--- config.mk ---
export PLATFORM = sky130hd
export DESIGN_NAME = pha_back
export DESIGN_NICKNAME = d
export VERILOG_FILES = /design/src/rtl/core/pha_pkg.sv /design/src/rtl/core/pha_back.sv
export SDC_FILE = /design/constraint.sdc
export NUM_CORES = 1
export LEC_CHECK = 0
export BUFFER_PORTS_ARGS = -buffer_cell sky130_fd_sc_hd__buf_2
export CELL_PAD_IN_SITES_DETAIL_PLACEMENT = 1
export CELL_PAD_IN_SITES_GLOBAL_PLACEMENT = 2
export CORE_AREA = 2 2 96 98
export DETAILED_ROUTE_END_ITERATION = 8
export DIE_AREA = 0 0 98 100
export HOLD_SLACK_MARGIN = 0.02
export PLACE_DENSITY_LB_ADDON = 0.1
export SETUP_SLACK_MARGIN = 0.02
export SLEW_MARGIN = 20
export SYNTH_ARGS = -nofsm -noshare
export SYNTH_HDL_FRONTEND = slang
export SYNTH_SLANG_ARGS = --single-unit
--- constraint.sdc ---
create_clock -name clk -period 3.87 [get_ports clk]
set_clock_uncertainty 0.2 [all_clocks]
set_input_delay 0.387 -clock clk [delete_from_list [all_inputs] [get_ports clk]]
set_output_delay 0.387 -clock clk [all_outputs]
set_load 0.01 [all_outputs]
--- src/rtl/core/pha_pkg.sv ---
// ------------------------------------------------------------------------
// pha_pkg
// widths, constants, angle table and stage payload type of the heading unit
// ------------------------------------------------------------------------
package pha_pkg;

	localparam int CORDIC_STEPS = 16;
	localparam int STEPS        = (CORDIC_STEPS > 24) ? 24 : CORDIC_STEPS;

	localparam int COORD_W = 24;
	localparam int DIFF_W  = COORD_W + 1;
	localparam int FRAC_SH = 16;
	localparam int VEC_W   = DIFF_W + FRAC_SH + 3;
	localparam int ACC_W   = 26;
	localparam int HEAD_W  = 17;
	localparam int RND_W   = ACC_W - 8;

	localparam logic signed [ACC_W-1:0] DEG180_Q16   = ACC_W'(180 * 65536);
	localparam logic signed [ACC_W-1:0] DEG360_Q16   = ACC_W'(360 * 65536);
	localparam logic        [RND_W-1:0] FULL_TURN_Q8 = RND_W'(92160);
	localparam logic        [ACC_W-1:0] HALF_LSB_Q16 = ACC_W'(128);

	typedef struct packed {
		logic signed [VEC_W-1:0] x;
		logic signed [VEC_W-1:0] y;
		logic signed [ACC_W-1:0] acc;
		logic                    zero;
	} vec_t;

	function automatic logic signed [ACC_W-1:0] atan_deg_q16(input int idx);
		logic signed [ACC_W-1:0] v;
		unique case (idx)
			0:       v = ACC_W'(2949120);
			1:       v = ACC_W'(1740967);
			2:       v = ACC_W'(919879);
			3:       v = ACC_W'(466945);
			4:       v = ACC_W'(234379);
			5:       v = ACC_W'(117304);
			6:       v = ACC_W'(58666);
			7:       v = ACC_W'(29335);
			8:       v = ACC_W'(14668);
			9:       v = ACC_W'(7334);
			10:      v = ACC_W'(3667);
			11:      v = ACC_W'(1833);
			12:      v = ACC_W'(917);
			13:      v = ACC_W'(458);
			14:      v = ACC_W'(229);
			15:      v = ACC_W'(115);
			16:      v = ACC_W'(57);
			17:      v = ACC_W'(29);
			18:      v = ACC_W'(14);
			19:      v = ACC_W'(7);
			20:      v = ACC_W'(4);
			21:      v = ACC_W'(2);
			22:      v = ACC_W'(1);
			default: v = '0;
		endcase
		return v;
	endfunction

endpackage

--- src/rtl/core/pha_back.sv ---
// ------------------------------------------------------------------------
// pha_back
// angle wrap, rounding to 8 fractional bits and the output register
// ------------------------------------------------------------------------
module pha_back (
	input  logic                             clk,
	input  logic                             arst_n,
	input  logic                             vld_in,
	output logic                             rdy_out,
	input  pha_pkg::vec_t                    vec_in,
	output logic                             out_valid,
	input  logic                             out_stall,
	output logic [pha_pkg::HEAD_W-1:0]       heading_deg,
	output logic                             zero_vector
);

	logic [pha_pkg::ACC_W-1:0]  acc_s1;
	logic                       zero_s1;
	logic                       vld_s1;
	logic [pha_pkg::HEAD_W-1:0] head_s2;
	logic                       zero_s2;
	logic                       vld_s2;
	logic                       rdy_s1;
	logic                       rdy_s2;
	logic [pha_pkg::ACC_W-1:0]  acc_wrap;
	logic [pha_pkg::ACC_W-1:0]  acc_rnd;
	logic [pha_pkg::RND_W-1:0]  head_rnd;
	logic [pha_pkg::HEAD_W-1:0] head_d;

	assign rdy_s2  = !vld_s2 || !out_stall;
	assign rdy_s1  = !vld_s1 || rdy_s2;
	assign rdy_out = rdy_s1;

	assign acc_wrap = vec_in.acc[pha_pkg::ACC_W-1] ?
		pha_pkg::ACC_W'(vec_in.acc + pha_pkg::DEG360_Q16) : pha_pkg::ACC_W'(vec_in.acc);

	assign acc_rnd  = acc_s1 + pha_pkg::HALF_LSB_Q16;
	assign head_rnd = acc_rnd[pha_pkg::ACC_W-1:8];

	// rounding up to a full turn wraps to zero
	always_comb begin
		if (zero_s1) begin
			head_d = '0;
		end else if (head_rnd >= pha_pkg::FULL_TURN_Q8) begin
			head_d = pha_pkg::HEAD_W'(head_rnd - pha_pkg::FULL_TURN_Q8);
		end else begin
			head_d = pha_pkg::HEAD_W'(head_rnd);
		end
	end

	always_ff @(posedge clk or negedge arst_n) begin
		if (!arst_n) begin
			vld_s1 <= 1'b0;
			vld_s2 <= 1'b0;
		end else begin
			if (rdy_s1) begin
				vld_s1 <= vld_in;
			end
			if (rdy_s2) begin
				vld_s2 <= vld_s1;
			end
		end
	end

	always_ff @(posedge clk) begin
		if (rdy_s1 && vld_in) begin
			acc_s1  <= acc_wrap;
			zero_s1 <= vec_in.zero;
		end
		if (rdy_s2 && vld_s1) begin
			head_s2 <= head_d;
			zero_s2 <= zero_s1;
		end
	end

	assign out_valid   = vld_s2;
	assign heading_deg = head_s2;
	assign zero_vector = zero_s2;

endmodule

==> flow_metrics.py <==
metrics = {
    "timing": {
        "report.final.slew_viol_count": 0,
        "tightest_slew_ns": 0.918,
        "fin_tns_setup_ns": 0,
        "post-route-period-util_pct": 78.3,
        "finalSetupViolCount": 0,
        "maxSlewHeadroom_pct": 38.8,
        "max_freq_mhz": 330,
        "finalWorstSetupSlack_ns": 0.841,
        "hold_viol": 0,
        "fin_crit_ns": 3.03,
        "rsz0062_at_grt": "false",
        "timing.hold.ws_ns": 0.0599,
    },
    "placed_design": {
        "dpl_worst_slack_ns": 0.822,
        "port_buffers": 43,
        "place_area_um2": 2390,
        "hpwl_mm": 3.57,
        "place.gp.congestion": 0.783,
    },
    "clock_network": {
        "cts_max_level": 2,
        "clockBufferDepth": 2,
        "post_cts_buffers": 0,
        "clock_sinks": 40,
        "clk_pin_slew_ns": 0.08,
        "cts_root_buf": "clkbuf_8",
        "clk-insertion-delay-late_ns": 0.29,
        "numCtsBuffers": 5,
        "cts_tree": "done",
    },
    "synthesis": {
        "synth_top_cells_by_count": "edfxtp_1 (38), nor2_1 (16), xnor2_1 (11), nand2_1 (7), nand3_1 (7)",
        "ys_top_cells_by_area": "edfxtp_1 (55%), xnor2_1 (4.7%), nor2_1 (2.9%)",
        "synth_top_cell_by_area": "edfxtp_1",
        "yosys_warnings": 0,
        "synth_most_common_cell": "edfxtp_1",
        "yosysSeqAreaShare_pct": 57.7,
        "ys.flop_type": "edfxtp_1",
        "ys_async_sr_fraction_pct": 5.00,
        "ys_seq_elements": 40,
        "ys_types": 49,
        "synth.avg_cell_area_um2": 12.7,
        "synth_top_area_share_pct": 55.3,
        "netlist_area_um2": 2060,
        "synthesis.instances": 163,
        "syn_nets": 284,
        "synth_edf_count": 38,
    },
    "floorplan": {
        "fp.dieW_um": 98,
        "die_area_um2": 9800,
        "chipHeight_um": 100,
        "num_rows": 35,
        "io_pins": 139,
        "core_um2": 8890,
        "initial_core_util_pct": 23.2,
    },
    "detailed_routing": {
        "drtIter0Drc": 27,
        "wl_per_cell_um": 13.6,
        "vias": 1396,
        "ant_nets": 0,
        "remaining_drc_errors": 0,
        "vias_per_cell": 4.32,
        "dr.pass1.iters": 4,
        "wirelength_mm": 4.39,
    },
    "power": {
        "power_uw": 1020,
        "clkPwrFrac_pct": 33.6,
        "power_per_cell_area_nw_per_um2": 406,
        "leakage_uw": 0.000890,
        "pwr-share-comb_pct": 13.1,
        "p_int_uw": 769,
        "p_seq_share_pct": 53.3,
        "swShare_pct": 24.7,
        "irDropWorstVdd_mv": 0.133,
        "switching_power_uw": 252,
    },
    "finish": {
        "seqCellArea_um2": 1190,
        "fin_area_um2": 2520,
        "syn2layout_area_growth_pct": 21.9,
        "multi_input_area_um2": 831,
        "fillCellCount": 987,
        "nets": 332,
        "antennaDiodeCount": 0,
        "drive_above_1_share_pct": 33.0,
    },
    "flow_run": {
        "drv_cap": 0,
    },
    "grt": {
        "grt_pass1_wl_mm": 7.36,
        "grt_use_total_pct": 9.39,
        "antenna_found_initial": 0,
        "overflow": 0,
        "grt_pass1_vias": 1502,
        "grt_max_degree": 22,
    },
    "setup_path": {
        "critical_path_class": "flip-flop to flip-flop",
        "worstPathMaxFanout": 5,
        "start_kind": "flip-flop",
        "cp-end-kind": "flip-flop",
        "worstPathArrival_ns": 2.88,
        "max_stage_delay_ns": 0.49,
        "crit_chain": "ha_1 > nand4_1 > or3_1 > o31a_1 > nor4_4 > a21oi_1 > mux2_1",
        "crit_slowest_cell": "or3_1",
        "cp_data_required_time_ns": 3.72,
    },
    "run_status": {
        "status": "finished, final reports clean",
    },
    "worst_hold_path": {
        "hold_class": "input pin to flip-flop",
    },
}
## cell type report
cell class,count,area share [%]
clock inverters,3,1.69
well taps,111,5.52
repair buffers,45,9.25
multi-input cells,116,33.0
flip-flops and latches,40,47.3
clock buffers,5,2.73
inverters,3,0.448
## per-layer routing
layer	GRT usage [%]	wire (um)	up-vias
met5	0	0	-
met4	2.88	55	0
met3	2.79	228	5
met2	15.4	2020	36
met1	12.0	2090	647
li1	-	-	708
## critical path, delay by kind of cell, from the launching register on
| kind | cells | cell delay (ns) |
|---|---|---|
| fa+ha+maj | 1 | 0.24 |
| simple gates | 3 | 1.14 |
| compound gates | 2 | 0.49 |
| mux | 1 | 0.32 |
| flops | 1 | 0.39 |
## final timing paths
check | from | slack, ns | cells after the start | end
worst max-delay path | acc_s1[7] | 0.84 | 7 | heading_deg[11]
worst min-delay path | vec_in[8] | 0.06 | 1 | acc_s1[7]
worst max register to register | acc_s1[7] | 0.84 | 7 | heading_deg[11]
worst min register to register | vld_s1 | 0.28 | 1 | out_valid
max in group asynchronous | arst_n | 3.19 | 2 | out_valid
min in group asynchronous | arst_n | 0.19 | 2 | vld_s1
## logic make-up (layout without fill, tap and decap cells)
| kind of cell | after synthesis | after routing | share of synthesized area, % |
|---|---|---|---|
| AND/OR/NAND/NOR | 71 | 71 | 22.2 |
| flip-flops | 40 | 40 | 57.7 |
| AO/OA/AOI/OAI | 22 | 22 | 7.33 |
| XOR/XNOR | 17 | 17 | 7.21 |
| buffers and inverters | 7 | 56 | 2.06 |
| multiplexers | 4 | 4 | 2.30 |
| adder cells (fa/ha/maj) | 2 | 2 | 1.21 |
## stage by stage
step                instances  util, %
floorplan                 163        -
global placement          314     26.9
detailed placement        314     26.9
CTS                       323     28.3
global route              323     28.3
finish                    323     28.3
## cells in the final DEF (no fill, tap or decap), drive strengths merged
master / count
mux2i: 1
nor2b: 2
xnor2: 11
nor3b: 1
or3: 4
clkbuf: 5
mux2: 3
nand3: 7
ha: 2
dlygate4sd3: 1
o21ai: 5
a21oi: 5
nand4: 5
nand2: 7
and4: 1
o21a: 1
nor2: 16
xor2: 6
buf: 44
and2: 1
nand2b: 4
and3: 1
edfxtp: 38
clkinv: 2
dfrtp: 2
a211o: 2
nor4: 8
nor3: 5
and4b: 1
or2: 5
or4: 1
a21boi: 1
a21o: 1
a211oi: 4
nand3b: 1
o31a: 2
inv: 3
o22ai: 1
and2b: 1
bufinv: 1
## power by group through the flow
stage / clock (uW) / combinational (uW) / sequential [uW]
finish: 343 / 134 / 544
global route: 372 / 150 / 549
CTS: 356 / 138 / 545
detailed placement: 0 / 136 / 555
global placement: 0 / 133 / 553
floorplan: 0 / 76.9 / 556
## timing repair
action	4_1_cts	5_1_grt
hold buffers	1	0
gates resized for setup	0	0
endpoints found under the setup margin	0	0
endpoints found under the hold margin	2	0
## sequential cells by signal, indices dropped and copies added (netlist names)
signal and count:
acc_s1 19, heading_deg 17, out_valid 1, vld_s1 1
zero_s1 1, zero_vector 1
No activity file was read; power rests on OpenSTA's default activity.
