--- config.mk ---
export PLATFORM = sky130hd
export DESIGN_NAME = pha_front
export DESIGN_NICKNAME = d
export VERILOG_FILES = /design/src/rtl/core/pha_pkg.sv /design/src/rtl/core/pha_front.sv
export SDC_FILE = /design/constraint.sdc
export NUM_CORES = 1
export LEC_CHECK = 0
export ABC_AREA = 1
export BUFFER_PORTS_ARGS = -buffer_cell sky130_fd_sc_hd__buf_2
export CAP_MARGIN = 40
export CORE_MARGIN = 8
export CORE_UTILIZATION = 46
export CTS_BUF_LIST = sky130_fd_sc_hd__clkbuf_16
export DETAILED_ROUTE_END_ITERATION = 12
export PLACE_DENSITY = 0.7
export SLEW_MARGIN = 15
export SYNTH_ARGS = -nofsm -noshare
export SYNTH_HDL_FRONTEND = slang
export SYNTH_SLANG_ARGS = --single-unit
--- constraint.sdc ---
create_clock -name clk -period 4.41 [get_ports clk]
set_clock_uncertainty 0.05 [all_clocks]
set_input_delay 0.441 -clock clk [delete_from_list [all_inputs] [get_ports clk]]
set_output_delay 0.441 -clock clk [all_outputs]
set_load 0.005 [all_outputs]
--- src/rtl/core/pha_pkg.sv ---
// ------------------------------------------------------------------------
// pha_pkg
// widths, constants, angle table and stage payload type of the heading unit
// ------------------------------------------------------------------------
package pha_pkg;

	localparam int CORDIC_STEPS = 16;
	localparam int STEPS        = (CORDIC_STEPS > 24) ? 24 : CORDIC_STEPS;

	localparam int COORD_W = 24;
	localparam int DIFF_W  = COORD_W + 1;
	localparam int FRAC_SH = 16;
	localparam int VEC_W   = DIFF_W + FRAC_SH + 3;
	localparam int ACC_W   = 26;
	localparam int HEAD_W  = 17;
	localparam int RND_W   = ACC_W - 8;

	localparam logic signed [ACC_W-1:0] DEG180_Q16   = ACC_W'(180 * 65536);
	localparam logic signed [ACC_W-1:0] DEG360_Q16   = ACC_W'(360 * 65536);
	localparam logic        [RND_W-1:0] FULL_TURN_Q8 = RND_W'(92160);
	localparam logic        [ACC_W-1:0] HALF_LSB_Q16 = ACC_W'(128);

	typedef struct packed {
		logic signed [VEC_W-1:0] x;
		logic signed [VEC_W-1:0] y;
		logic signed [ACC_W-1:0] acc;
		logic                    zero;
	} vec_t;

	function automatic logic signed [ACC_W-1:0] atan_deg_q16(input int idx);
		logic signed [ACC_W-1:0] v;
		unique case (idx)
			0:       v = ACC_W'(2949120);
			1:       v = ACC_W'(1740967);
			2:       v = ACC_W'(919879);
			3:       v = ACC_W'(466945);
			4:       v = ACC_W'(234379);
			5:       v = ACC_W'(117304);
			6:       v = ACC_W'(58666);
			7:       v = ACC_W'(29335);
			8:       v = ACC_W'(14668);
			9:       v = ACC_W'(7334);
			10:      v = ACC_W'(3667);
			11:      v = ACC_W'(1833);
			12:      v = ACC_W'(917);
			13:      v = ACC_W'(458);
			14:      v = ACC_W'(229);
			15:      v = ACC_W'(115);
			16:      v = ACC_W'(57);
			17:      v = ACC_W'(29);
			18:      v = ACC_W'(14);
			19:      v = ACC_W'(7);
			20:      v = ACC_W'(4);
			21:      v = ACC_W'(2);
			22:      v = ACC_W'(1);
			default: v = '0;
		endcase
		return v;
	endfunction

endpackage

--- src/rtl/core/pha_front.sv ---
// ------------------------------------------------------------------------
// pha_front
// difference vector, zero detect and half-plane pre-rotation, two stages
// ------------------------------------------------------------------------
module pha_front (
	input  logic                               clk,
	input  logic                               arst_n,
	input  logic                               vld_in,
	output logic                               rdy_out,
	input  logic signed [pha_pkg::COORD_W-1:0] viewer_x,
	input  logic signed [pha_pkg::COORD_W-1:0] viewer_z,
	input  logic signed [pha_pkg::COORD_W-1:0] target_x,
	input  logic signed [pha_pkg::COORD_W-1:0] target_z,
	output logic                               vld_out,
	input  logic                               rdy_in,
	output pha_pkg::vec_t                      vec_out
);

	logic signed [pha_pkg::DIFF_W-1:0] dx_s1;
	logic signed [pha_pkg::DIFF_W-1:0] dz_s1;
	logic                              vld_s1;
	pha_pkg::vec_t                     vec_s2;
	logic                              vld_s2;
	logic                              rdy_s1;
	logic                              rdy_s2;
	logic signed [pha_pkg::VEC_W-1:0]  dx_w;
	logic signed [pha_pkg::VEC_W-1:0]  dz_w;
	pha_pkg::vec_t                     vec_d;

	assign rdy_s2  = !vld_s2 || rdy_in;
	assign rdy_s1  = !vld_s1 || rdy_s2;
	assign rdy_out = rdy_s1;

	assign dx_w = pha_pkg::VEC_W'(dx_s1) <<< pha_pkg::FRAC_SH;
	assign dz_w = pha_pkg::VEC_W'(dz_s1) <<< pha_pkg::FRAC_SH;

	// x = -dx; a negative x is folded into the right half plane at 180 degrees
	always_comb begin
		vec_d.zero = (dx_s1 == '0) && (dz_s1 == '0);
		if (dx_s1 > 0) begin
			vec_d.x   = dx_w;
			vec_d.y   = -dz_w;
			vec_d.acc = pha_pkg::DEG180_Q16;
		end else begin
			vec_d.x   = -dx_w;
			vec_d.y   = dz_w;
			vec_d.acc = '0;
		end
	end

	always_ff @(posedge clk or negedge arst_n) begin
		if (!arst_n) begin
			vld_s1 <= 1'b0;
			vld_s2 <= 1'b0;
		end else begin
			if (rdy_s1) begin
				vld_s1 <= vld_in;
			end
			if (rdy_s2) begin
				vld_s2 <= vld_s1;
			end
		end
	end

	always_ff @(posedge clk) begin
		if (rdy_s1 && vld_in) begin
			dx_s1 <= pha_pkg::DIFF_W'(viewer_x) - pha_pkg::DIFF_W'(target_x);
			dz_s1 <= pha_pkg::DIFF_W'(viewer_z) - pha_pkg::DIFF_W'(target_z);
		end
		if (rdy_s2 && vld_s1) begin
			vec_s2 <= vec_d;
		end
	end

	assign vld_out = vld_s2;
	assign vec_out = vec_s2;

endmodule

==> results.md, run 1 <==
* Post-DR wirelength/cell at 12.2 µm
* Final Max Tran Viols at 0
* CP Class: reg -> reg
* Worst slew pin tran at 0.565 ns
* WL final at 22.1 mm
* Die X at 158 µm
* Area delta synth->final at 13.1%
* Peak VDD IR at 213 µV
* RSZ-0062 raised after global routing: no
* Max FO, Critical Path at between 60 and 70
* Layout fillers at 2,002
* Largest family of logic cells by synthesized area: simple AND/OR/NAND/NOR gates
* Post-Synth Adder-Cell Area at under 10%
* Nets at 1,689
* Antenna violations before repair at 0
* Crit start category: register
* # H-tree levels at 3
* Number of max-cap violations at 0
* Final Cycle Share at 60.2%
* Kind of end point of the critical path: register
* Register area at 3290 µm²
* CTS tree: yes
* Worst slew margin at 62.3%
* DIE HEIGHT at 158 µm
* CTS Hold Bufs at 1
* 1st-iter DRT viols at 581
* Largest net degree at the start of global routing at between 60 and 70
* EDFF count, synth at 108
* Pwr/cell area at 301 nW/µm²
* Compound-gate portion of the synthesized area at 1.98%
* Worst hold path class: in -> reg
* Setup TNS at 0 ns
* # IOs at 217
* First-pass GRT wire length at 35.7 mm
* CTS root buf: clkbuf_16
* Via count at 8,279
* Worst-path clk slew at about 0.070 ns
* Peak Freq at 377 MHz
* Detailed Place HPWL at 18.8 mm
* Netlist cell types at 29
* Multiplexer share of the synthesized area at 0%
* Mean Syn Cell Area at 6.80 µm²
* Post-Synth XOR/XNOR Area at 4.50%
* Layout cells sized above 1 at between 10% and 20%
* Post-synthesis cell area at between 9000 and 10,000 µm²
* Post-synthesis sequential area ratio at 35.3%
* Bufs on Longest Clock Path at 2
* Async S/R FF share, synth at about 1.8%
* Initial cell density of the core at 46.4%
* Final RePlAce weighted congestion at 0.922
* Diode count at 0
* Synth warn at 0
* Worst EP required at 4.46 ns
* Synth Register Bits at 110
* Outcome: complete, no violations
* Final setup violating endpoints at 0
* DIE AREA at 25,100 µm²
* Crit path time final at about 2.7 ns
* Detail-routed via count per cell at 4.57
* Postcts setup bufs at 0
* Design Power at 3180 µW
* Simple-gate share of the synthesized area at around a third
* Post-CTS sizing at 0
* Clock Latency Late Sink at 0.35 ns
* Drc violations at 0
* Total clock sinks at 110
* Multi-input logic area at 4730 µm²
* Vias in the first global route at about 7,500
* Pre-Repair DR Iteration Count at 5
* Final Hold Vio Count at 0
* Cts bufs inserted at 9
* Placement Rows at 52
* Count of input and output buffers at 162
* Leak pwr at 0.00586 µW
* Post-Syn Instances at 1,372
* Core area at 20,100 µm²
* Grt ovf at 0
* CP arrival at roughly 2.7 ns
* Routed Antenna Nets at 0
* Top_reg_cell synth: edfxtp_1
* GRT Total Usage at 17.6%
area by class of cell:
cell class | instances | share of cell area [%]
clock inverters | 7 | 0.557
flip-flops and latches | 110 | 31.2
repair buffers | 166 | 8.30
inverters | 275 | 9.78
clock buffers | 9 | 2.13
well taps | 270 | 3.20
multi-input cells | 975 | 44.8
cell usage in the layout, fill, tap and decap left out, types with 24 or more instances in the layout:
| cell type | synthesis | final |
|---|---|---|
| nand2_1 | 511 | 511 |
| inv_1 | 272 | 274 |
| buf_2 | 0 | 162 |
| nor2_1 | 121 | 121 |
| edfxtp_1 | 108 | 108 |
| nand3_1 | 87 | 87 |
| conb_1 | 1 | 55 |
| ha_1 | 50 | 50 |
| xor2_1 | 43 | 43 |
| nand4_1 | 25 | 25 |
| a21oi_1 | 25 | 24 |
flip-flops by register name, indices dropped and copies added, names as in the netlist:
signal and count:
vec_out 58, dx_s1 25, dz_s1 25, vld_out 1, vld_s1 1
metrics by stage:
| stage | setup WS (ns) | util (%) | hold WS, ns | area [µm²] | std cells |
|---|---|---|---|---|---|
| after floorplan | 0.560 | - | 0.0954 | 9540 | 1426 |
| after global placement | 1.85 | 50.8 | 0.177 | 10200 | 1793 |
| after detailed placement | 1.77 | 50.9 | 0.178 | 10200 | 1794 |
| after global routing | 1.48 | 52.5 | 0.317 | 10600 | 1812 |
| final | 1.75 | 52.5 | 0.294 | 10600 | 1812 |
| after CTS | 1.76 | 52.4 | 0.294 | 10500 | 1811 |
worst max-delay path, stage by stage, from the launching register on:
cell      delay (ns)
edfxtp_1        0.38
inv_1           0.09
ha_1            0.20
nand3_2         0.12
nor2_2          0.23
nand3_2         0.31
nand2_4         0.54
inv_2           0.27
nand2_1         0.13
nand2_1         0.07
worst paths after layout:
| path | depth (start not counted) | slack [ns] | startpoint | to |
|---|---|---|---|---|
| worst max-delay path | 9 | 1.75 | dx_s1[0]$_DFFE_PP_ | vec_out[58]$_DFFE_PP_ |
| worst min-delay path | 3 | 0.29 | vld_in | vld_s1$_DFFE_PN0N_ |
| worst max register to register | 9 | 1.75 | dx_s1[0]$_DFFE_PP_ | vec_out[58]$_DFFE_PP_ |
| worst min register to register | 0 | 0.41 | dx_s1[0]$_DFFE_PP_ | vec_out[87]$_DFFE_PP_ |
| max in group asynchronous | 2 | 3.87 | arst_n | vld_out$_DFFE_PN0P_ |
| min in group asynchronous | 2 | 0.35 | arst_n | vld_s1$_DFFE_PN0N_ |
kinds of logic (layout without fill, tap and decap cells):
group           count (synthesis)  after routing
flops                         110            110
xor+xnor                       48             48
buf+inv                       341            457
other cells                     1             55
fa+ha+maj                      52             52
simple gates                  783            783
compound gates                 37             37
where the power goes:
group / internal (µW) / switching, µW / total [µW]
clock network: 432 / 343 / 776
logic: 348 / 605 / 953
registers: 1360 / 89.2 / 1450
per-layer routing:
| layer | track usage (%) | vias up | routed length (µm) |
|---|---|---|---|
| li1 | - | 4445 | - |
| met4 | 5.52 | 0 | 440 |
| met2 | 24.6 | 271 | 8490 |
| met5 | 0 | - | 0 |
| met3 | 2.80 | 26 | 1590 |
| met1 | 26.8 | 3537 | 11600 |
synth_stat cells (2+ instances only):
master,n,share of area [%]
edfxtp_1,108,35
nor3_1,7,0.38
or2_2,5,0.34
and2_1,4,0.27
ha_1,50,6.7
xnor2_1,5,0.47
nand3_1,87,4.7
nand2_1,511,21
nand3b_1,12,0.97
nor2_2,4,0.27
nand4_1,25,1.7
inv_1,272,11
fa_1,2,0.43
xor2_1,43,4.0
inv_2,3,0.12
clkbuf_1,2,0.080
o21ai_0,12,0.64
nor2_1,121,4.9
nand3_2,2,0.21
buf_4,63,5.1
a21oi_1,25,1.3
dfrtp_1,2,0.54
Note: power is estimated with default switching activity, not from simulation.
==> run 2: changes to the inputs <==
==> constraint.sdc (replaced) <==
create_clock -name clk -period 2.5 [get_ports clk]
set_clock_uncertainty 0.05 [all_clocks]
set_input_delay 0.25 -clock clk [delete_from_list [all_inputs] [get_ports clk]]
set_output_delay 0.25 -clock clk [all_outputs]
set_load 0.005 [all_outputs]
==> run 2 against run 1 <==
Non-clock buffer count up 2. Count of clock-buffer cells in the layout unchanged. Worst hold slack worse by 0.20 ns. Largest cell class unchanged.
==> results.md, run 2 (synthesis gave the netlist of run 1 again) <==
* First-pass GRT wire length at 35.6 mm (was 35.7 mm)
* Final Max Tran Viols at 0 (unchanged)
* Vias in the first global route at 7,555 (was 7,513)
* # IOs at 217 (unchanged)
* Postcts setup bufs at 0 (unchanged)
* Sw Share at 32.5% (was 32.7%)
* Combinational share of power at 30.2% (was 30.0%)
* Core area at 20,100 µm² (unchanged)
* Total clock sinks at 110 (unchanged)
* Largest register FFs at 58 (unchanged)
* Worst slew margin at 61.2% (was 62.3%)
* Worst path depth at 10 (was 9)
* Peak VDD IR at 375 µV (was 213 µV)
* Layout fillers at 2,021 (was 2,002)
* Crit path time final at 2.02 ns (was 2.66 ns)
* Via count at 8,334 (was 8,279)
* Count of input and output buffers at 162 (unchanged)
* Sequential power share at 45.7% (was 45.6%)
* Pre-Repair DR Iteration Count at 9 (was 5)
* CTS root buf: clkbuf_16 (unchanged)
* Crit path buf inv count at 2 (unchanged)
* Hold slack at 0.0955 ns (was 0.294 ns)
* CP arrival at 2.05 ns (was 2.70 ns)
* Area delta synth->final at 13.3% (was 13.1%)
* Final Hold Vio Count at 0 (unchanged)
* Outcome: complete, no violations (unchanged)
* Switch Pwr at 1820 µW (was 1040 µW)
* Cell-internal power at 3770 µW (was 2140 µW)
* Bufs on Longest Clock Path at 2 (unchanged)
* Register area at 3290 µm² (unchanged)
* Commonest non-fill, non-tap cells in the layout: 511 x nand2_1, 273 x inv_1, 162 x buf_2 (was 511 x nand2_1, 274 x inv_1, 162 x buf_2)
* Hold Path Cell Cnt at 3 (unchanged)
* Kind of end point of the critical path: register (unchanged)
* Largest net degree at the start of global routing at 59 (was 62)
* Post-CTS sizing at 0 (unchanged)
* Number of max-cap violations at 0 (unchanged)
* HP Start: vld_in (unchanged)
* Worst-path cell chain: inv_1 -> ha_1 -> nand3_2 -> nor2_2 -> nand3_2 -> nand2_4 -> buf_12 -> nand2_1 -> nand2_1 -> nand2_1 (was inv_1 -> ha_1 -> nand3_2 -> nor2_2 -> nand3_2 -> nand2_4 -> inv_2 -> nand2_1 -> nand2_1)
* Final RePlAce weighted congestion at 0.906 (was 0.922)
* CP Class: reg -> reg (unchanged)
* Delay-heaviest family, CP: simple AND/OR/NAND/NOR gates (unchanged)
* Die X at 158 µm (unchanged)
* Worst r2r path cells at 10 (was 9)
* Post-DR wirelength/cell at 12.1 µm (was 12.2 µm)
* Initial cell density of the core at 46.4% (unchanged)
* Worst EP required at 2.53 ns (was 4.46 ns)
* Place WS at 0.494 ns (was 1.77 ns)
* Final setup violating endpoints at 0 (unchanged)
* R2R Path End: vec_out[98]$_DFFE_PP_ (was vec_out[58]$_DFFE_PP_)
* Multi-input logic area at 4730 µm² (unchanged)
* Grt ovf at 0 (unchanged)
* Clock Latency Late Sink at 0.34 ns (was 0.35 ns)
* Placement Rows at 52 (unchanged)
* CTS tree: yes (unchanged)
* # H-tree levels at 3 (unchanged)
* Routed Antenna Nets at 0 (unchanged)
* Nets at 1,691 (was 1,689)
* Max FO, Critical Path at 37 (was 61)
* GRT Total Usage at 17.4% (was 17.6%)
* Hold path endpoint: vld_s1$_DFFE_PN0N_ (unchanged)
* Detailed Place HPWL at 18.8 mm (about the same)
* Diode count at 0 (unchanged)
* Critical R2R Launch: dx_s1[0]$_DFFE_PP_ (unchanged)
* R2r setup slk at 0.48 ns (was 1.75 ns)
* Setup TNS at 0 ns (unchanged)
* Peak Freq at 495 MHz (was 377 MHz)
* Drc violations at 0 (unchanged)
* WL final at 22.0 mm (was 22.1 mm)
* Worst hold path class: in -> reg (unchanged)
* Layout cells sized above 1 at 12.9% (was 12.8%)
* Worst-path clk slew at 0.07 ns (about the same)
* Clock power share at 24.1% (was 24.4%)
* Max incr delay on CP at 0.38 ns (was 0.54 ns)
* Commonest non-fill, non-tap cell in the layout: nand2_1 (unchanged)
* DIE AREA at 25,100 µm² (unchanged)
* Worst slew pin tran at 0.581 ns (was 0.565 ns)
* Most used cell, CP: nand2_1
* Leak pwr at 0.00586 µW (about the same)
* Pwr/cell area at 529 nW/µm² (was 301 nW/µm²)
* Crit start category: register (unchanged)
* RSZ-0062 raised after global routing: no (unchanged)
* DIE HEIGHT at 158 µm (unchanged)
* Final Cycle Share at 80.7% (was 60.2%)
* Critical Path Slowest Stage Cell: edfxtp_1 (was nand2_4)
* Placed cell area at 10,300 µm² (was 10,200 µm²)
* Placed cells at 1,797 (was 1,794)
* Setup ws final at 0.481 ns (was 1.75 ns)
* Cts bufs inserted at 9 (unchanged)
* Design area at 10,600 µm² (about the same)
* Final Non-Filler Cells at 1,814 (was 1,812)
* Antenna violations before repair at 0 (unchanged)
* 1st-iter DRT viols at 495 (was 581)
* Detail-routed via count per cell at 4.59 (was 4.57)
[run 2: changes by cell type in the layout (fill, tap and decap cells not counted)]
| cell | change |
|---|---|
| buf_12 | +2 |
| buf_4 | +1 |
| buf_16 | -1 |
| inv_1 | -1 |
| clkinv_1 | +2 |
| clkinv_2 | -1 |
[run 2: worst max path at each step]
| stage | from | endpoint | slack [ns] |
|---|---|---|---|
| 2_1_floorplan | vld_out$_DFFE_PN0P_ | dx_s1[0]$_DFFE_PP_ | 0.41 |
| 3_3_place_gp | viewer_z[14] | dz_s1[19]$_DFFE_PP_ | 0.50 |
| 3_5_place_dp | dx_s1[1]$_DFFE_PP_ | vec_out[98]$_DFFE_PP_ | 0.49 |
| 4_1_cts | dx_s1[1]$_DFFE_PP_ | vec_out[98]$_DFFE_PP_ | 0.47 |
| 5_1_grt | dx_s1[1]$_DFFE_PP_ | vec_out[98]$_DFFE_PP_ | 0.29 |
| 6_report | dx_s1[0]$_DFFE_PP_ | vec_out[98]$_DFFE_PP_ | 0.48 |
[run 2: layer usage]
layer  global-route usage, %  part of all wire, %
met1                    26.6                   53
met2                    25.4                   39
met3                    1.63                  6.6
met4                    5.30                  1.5
met5                       0                    0
[run 2: power groups by stage]
stage | Clock (µW) | Combinational [µW] | Sequential, µW
global route | 1450 | 1930 | 2590
finish | 1350 | 1690 | 2550
CTS | 1390 | 1690 | 2560
global placement | 0 | 1660 | 2590
detailed placement | 0 | 1680 | 2600
floorplan | 0 | 1180 | 2570
[run 2: final cells by class]
cell class,instances,area share (%)
multi-input combinational,975,44.7
inverter,275,9.76
sequential,110,31.2
clock buffer,9,2.13
clock inverter,7,0.544
timing repair buffer,168,8.47
tap,270,3.20
[run 2: tightest hold or removal path, delay by kind of cell]
kind	cells	cell delay (ns)
simple gates	2	0.13
buf+inv	1	0.07
[run 2: timing repair]
action                                  in CTS  in global routing
endpoints found under the setup margin       0                  0
hold endpoints to repair                     2                  0
hold buffers                                 1                  0
[run 2: through the flow]
step | utilization (%) | power (µW)
after floorplan | - | 3760
after CTS | 52.6 | 5630
final | 52.6 | 5590
after global placement | 51.1 | 4250
after global routing | 52.6 | 5970
after detailed placement | 51.1 | 4280
==> run 3: changes to the inputs <==
--- a/config.mk
+++ b/config.mk
@@ -5,14 +5,14 @@
 export SDC_FILE = /design/constraint.sdc
 export NUM_CORES = 1
 export LEC_CHECK = 0
-export ABC_AREA = 1
+export ABC_AREA = 0
 export BUFFER_PORTS_ARGS = -buffer_cell sky130_fd_sc_hd__buf_2
 export CAP_MARGIN = 40
 export CORE_MARGIN = 8
 export CORE_UTILIZATION = 46
 export CTS_BUF_LIST = sky130_fd_sc_hd__clkbuf_16
 export DETAILED_ROUTE_END_ITERATION = 12
-export PLACE_DENSITY = 0.7
+export PLACE_DENSITY = 0.75
 export SLEW_MARGIN = 15
 export SYNTH_ARGS = -nofsm -noshare
 export SYNTH_HDL_FRONTEND = slang
==> constraint.sdc (replaced) <==
create_clock -name clk -period 1.72 [get_ports clk]
set_clock_uncertainty 0.05 [all_clocks]
set_input_delay 0.172 -clock clk [delete_from_list [all_inputs] [get_ports clk]]
set_output_delay 0.172 -clock clk [all_outputs]
set_load 0.005 [all_outputs]
==> run 3 against run 2 <==
The flow now finishes with violations (setup timing). Power grew 55%. Wire length fell by 4.4%. Cell count shrank 25%. Largest cell class unchanged.
==> results.md, run 3 <==
* Outcome: finished with violations (was complete, no violations)
* Violated checks: setup timing
* GRT Total Usage at 18.6% (was 17.4%)
* Pre-Repair DR Iteration Count at 5 (was 9)
* Routed Antenna Nets at 0 (unchanged)
* Largest register FFs at 58 (unchanged)
* Total clock sinks at 110 (unchanged)
* Peak Freq at 384 MHz (was 495 MHz)
* Count leader, synth: edfxtp_1 (was nand2_1)
* Cts bufs inserted at 9 (unchanged)
* Clock Latency Late Sink at 0.34 ns (about the same)
* Final Cycle Share at 152% (was 80.7%)
* Post-synthesis sequential area ratio at 43.5% (was 35.3%)
* Vias in the first global route at 6,701 (was 7,555)
* # IOs at 217 (unchanged)
* CTS root buf: clkbuf_16 (unchanged)
* Design Power at 8670 µW (was 5590 µW)
* CP arrival at 2.64 ns (was 2.05 ns)
* Synth top cells by count: 108 x edfxtp_1, 73 x inv_1, 57 x buf_4, 56 x xnor2_1, 50 x ha_1 (was 511 x nand2_1, 272 x inv_1, 121 x nor2_1, 108 x edfxtp_1, 87 x nand3_1)
* Crit start category: register (unchanged)
* Yosys top cell by area: edfxtp_1 (unchanged)
* Worst hold path class: in -> reg (unchanged)
* First-pass GRT wire length at 31.2 mm (was 35.6 mm)
* Worst slew margin at 60.8% (was 61.2%)
* Detailed Place HPWL at 15.3 mm (was 18.8 mm)
* EDFF count, synth at 108 (unchanged)
* Netlist cell types at 65 (was 29)
* Final RePlAce weighted congestion at 0.907 (was 0.906)
* Pwr/cell area at 740 nW/µm² (was 529 nW/µm²)
* Peak VDD IR at 500 µV (was 375 µV)
* Die X at 144 µm (was 158 µm)
* Largest net degree at the start of global routing at 59 (unchanged)
* Bufs on Longest Clock Path at 2 (unchanged)
* Final Hold Vio Count at 0 (unchanged)
* DIE AREA at 20,800 µm² (was 25,100 µm²)
* Setup ws final at -0.887 ns (was 0.481 ns)
* Multi-input logic area at 4620 µm² (was 4730 µm²)
* Post-Syn Instances at 746 (was 1,372)
* Kind of end point of the critical path: register (unchanged)
* Final setup violating endpoints at 81 (was 0)
* WL final at 21.0 mm (was 22.0 mm)
* Count of input and output buffers at 162 (unchanged)
* Leak pwr at 0.00521 µW (was 0.00586 µW)
* Layout fillers at 1,174 (was 2,021)
* Nets at 1,296 (was 1,691)
* Register area at 3290 µm² (unchanged)
* Worst-path clk slew at 0.07 ns (about the same)
* Top cells by area, synth: edfxtp_1 43%, ha_1 8.3%, xnor2_1 6.5% (was edfxtp_1 35%, nand2_1 21%, inv_1 11%)
* Final Max Tran Viols at 0 (unchanged)
* # H-tree levels at 3 (unchanged)
* Post-DR wirelength/cell at 15.3 µm (was 12.1 µm)
* DIE HEIGHT at 144 µm (was 158 µm)
* Drc violations at 0 (unchanged)
* Layout cells sized above 1 at 49.2% (was 12.9%)
* Grt ovf at 0 (unchanged)
* Async S/R FF share, synth at 1.82% (unchanged)
* Diode count at 0 (unchanged)
* CTS tree: yes (unchanged)
* Placement Rows at 47 (was 52)
* Mean Syn Cell Area at 10.1 µm² (was 6.80 µm²)
* RSZ-0062 raised after global routing: yes (was no)
* Number of max-cap violations at 0 (unchanged)
* Core area at 16,300 µm² (was 20,100 µm²)
* CP Class: reg -> reg (unchanged)
* Synth Register Bits at 110 (unchanged)
* Detail-routed via count per cell at 5.02 (was 4.59)
* Initial cell density of the core at 46.3% (was 46.4%)
* Worst slew pin tran at 0.588 ns (was 0.581 ns)
* 1st-iter DRT viols at 314 (was 495)
* Post-synthesis cell area at 7560 µm² (was 9330 µm²)
* Setup TNS at -48.43 ns (was 0 ns)
* Synth warn at 0 (unchanged)
* Commonest non-fill, non-tap cell in the layout: buf_4 (was nand2_1)
* Worst EP required at 1.75 ns (was 2.53 ns)
* Synth top area share at 42.9% (was 34.7%)
* Antenna violations before repair at 0 (unchanged)
* Commonest non-fill, non-tap cells in the layout: 215 x buf_4, 134 x buf_2, 108 x edfxtp_1 (was 511 x nand2_1, 273 x inv_1, 162 x buf_2)
* Via count at 6,868 (was 8,334)
* Top_reg_cell synth: edfxtp_1 (unchanged)
* Area delta synth->final at 55.0% (was 13.3%)
* Crit path time final at 2.61 ns (was 2.02 ns)
* Max FO, Critical Path at 5 (was 37)
[run 3: power by group]
group	internal [µW]	switching [µW]
Combinational	1650	1490
Clock	989	924
Sequential	3440	177
[run 3: worst max-delay path: stages (launching register included)]
cell	delay, ns
edfxtp_1	0.42
inv_2	0.09
ha_4	0.13
or3b_4	0.39
nor3_4	0.19
nand3_2	0.12
or4_4	0.48
nand2_8	0.12
buf_4	0.14
o31ai_1	0.08
xnor2_1	0.13
[run 3: area by class of cell]
type,count,area share (%)
timing repair buffer,398,24.5
clock inverter,7,0.406
clock buffer,9,1.92
sequential,110,28.1
tap,220,2.35
multi-input combinational,551,39.4
inverter,74,3.29
[run 3: final timing paths]
check                                   start                     end  slack (ns)  depth (start not counted)
hold reg to reg            vld_s1$_DFFE_PN0N_     vld_out$_DFFE_PN0P_        0.45                          1
setup / recovery           dx_s1[0]$_DFFE_PP_  vec_out[110]$_DFFE_PP_       -0.89                         10
hold / removal                         rdy_in     vld_out$_DFFE_PN0P_        0.07                          3
min in group asynchronous              arst_n      vld_s1$_DFFE_PN0N_        0.10                          2
max in group asynchronous              arst_n     vld_out$_DFFE_PN0P_        1.42                          2
setup reg to reg           dx_s1[0]$_DFFE_PP_  vec_out[110]$_DFFE_PP_       -0.89                         10
[run 3: what timing repair did]
action,CTS,global route
cloned,0,0
pin swaps,63,44
setup buffers,30,20
gates resized for setup,97,60
hold endpoints to repair,3,0
setup endpoints to repair,80,85
hold buffers,2,0
[run 3: cells by family after synthesis]
logic type	count (synthesis)	synth area share, %
simple gates	191	13.1
other cells	1	0.0496
fa+ha+maj	52	8.80
xor+xnor	77	8.92
buf+inv	139	9.89
flops	110	43.5
mux	2	0.265
compound gates	174	15.5
[run 3: metrics by stage]
stage	cell area [µm²]	util (%)	hold WS, ns	setup slack (ns)	cells
after floorplan	8360	-	-0.174	-0.971	800
after global placement	10500	63.9	-0.0915	-0.943	1312
after detailed placement	10500	63.9	-0.0884	-1.06	1312
after CTS	11300	69.4	0.0546	-0.832	1356
after global routing	11700	71.7	0.0777	-1.00	1369
final	11700	71.7	0.0696	-0.887	1369
[run 3: per-layer routing]
layer | global-route usage (%) | vias up | share of wire, %
li1 | - | 3366 | -
met1 | 22.5 | 3242 | 40
met2 | 33.1 | 217 | 51
met3 | 2.48 | 43 | 6.4
met4 | 7.12 | 0 | 3.0
met5 | 0 | - | 0
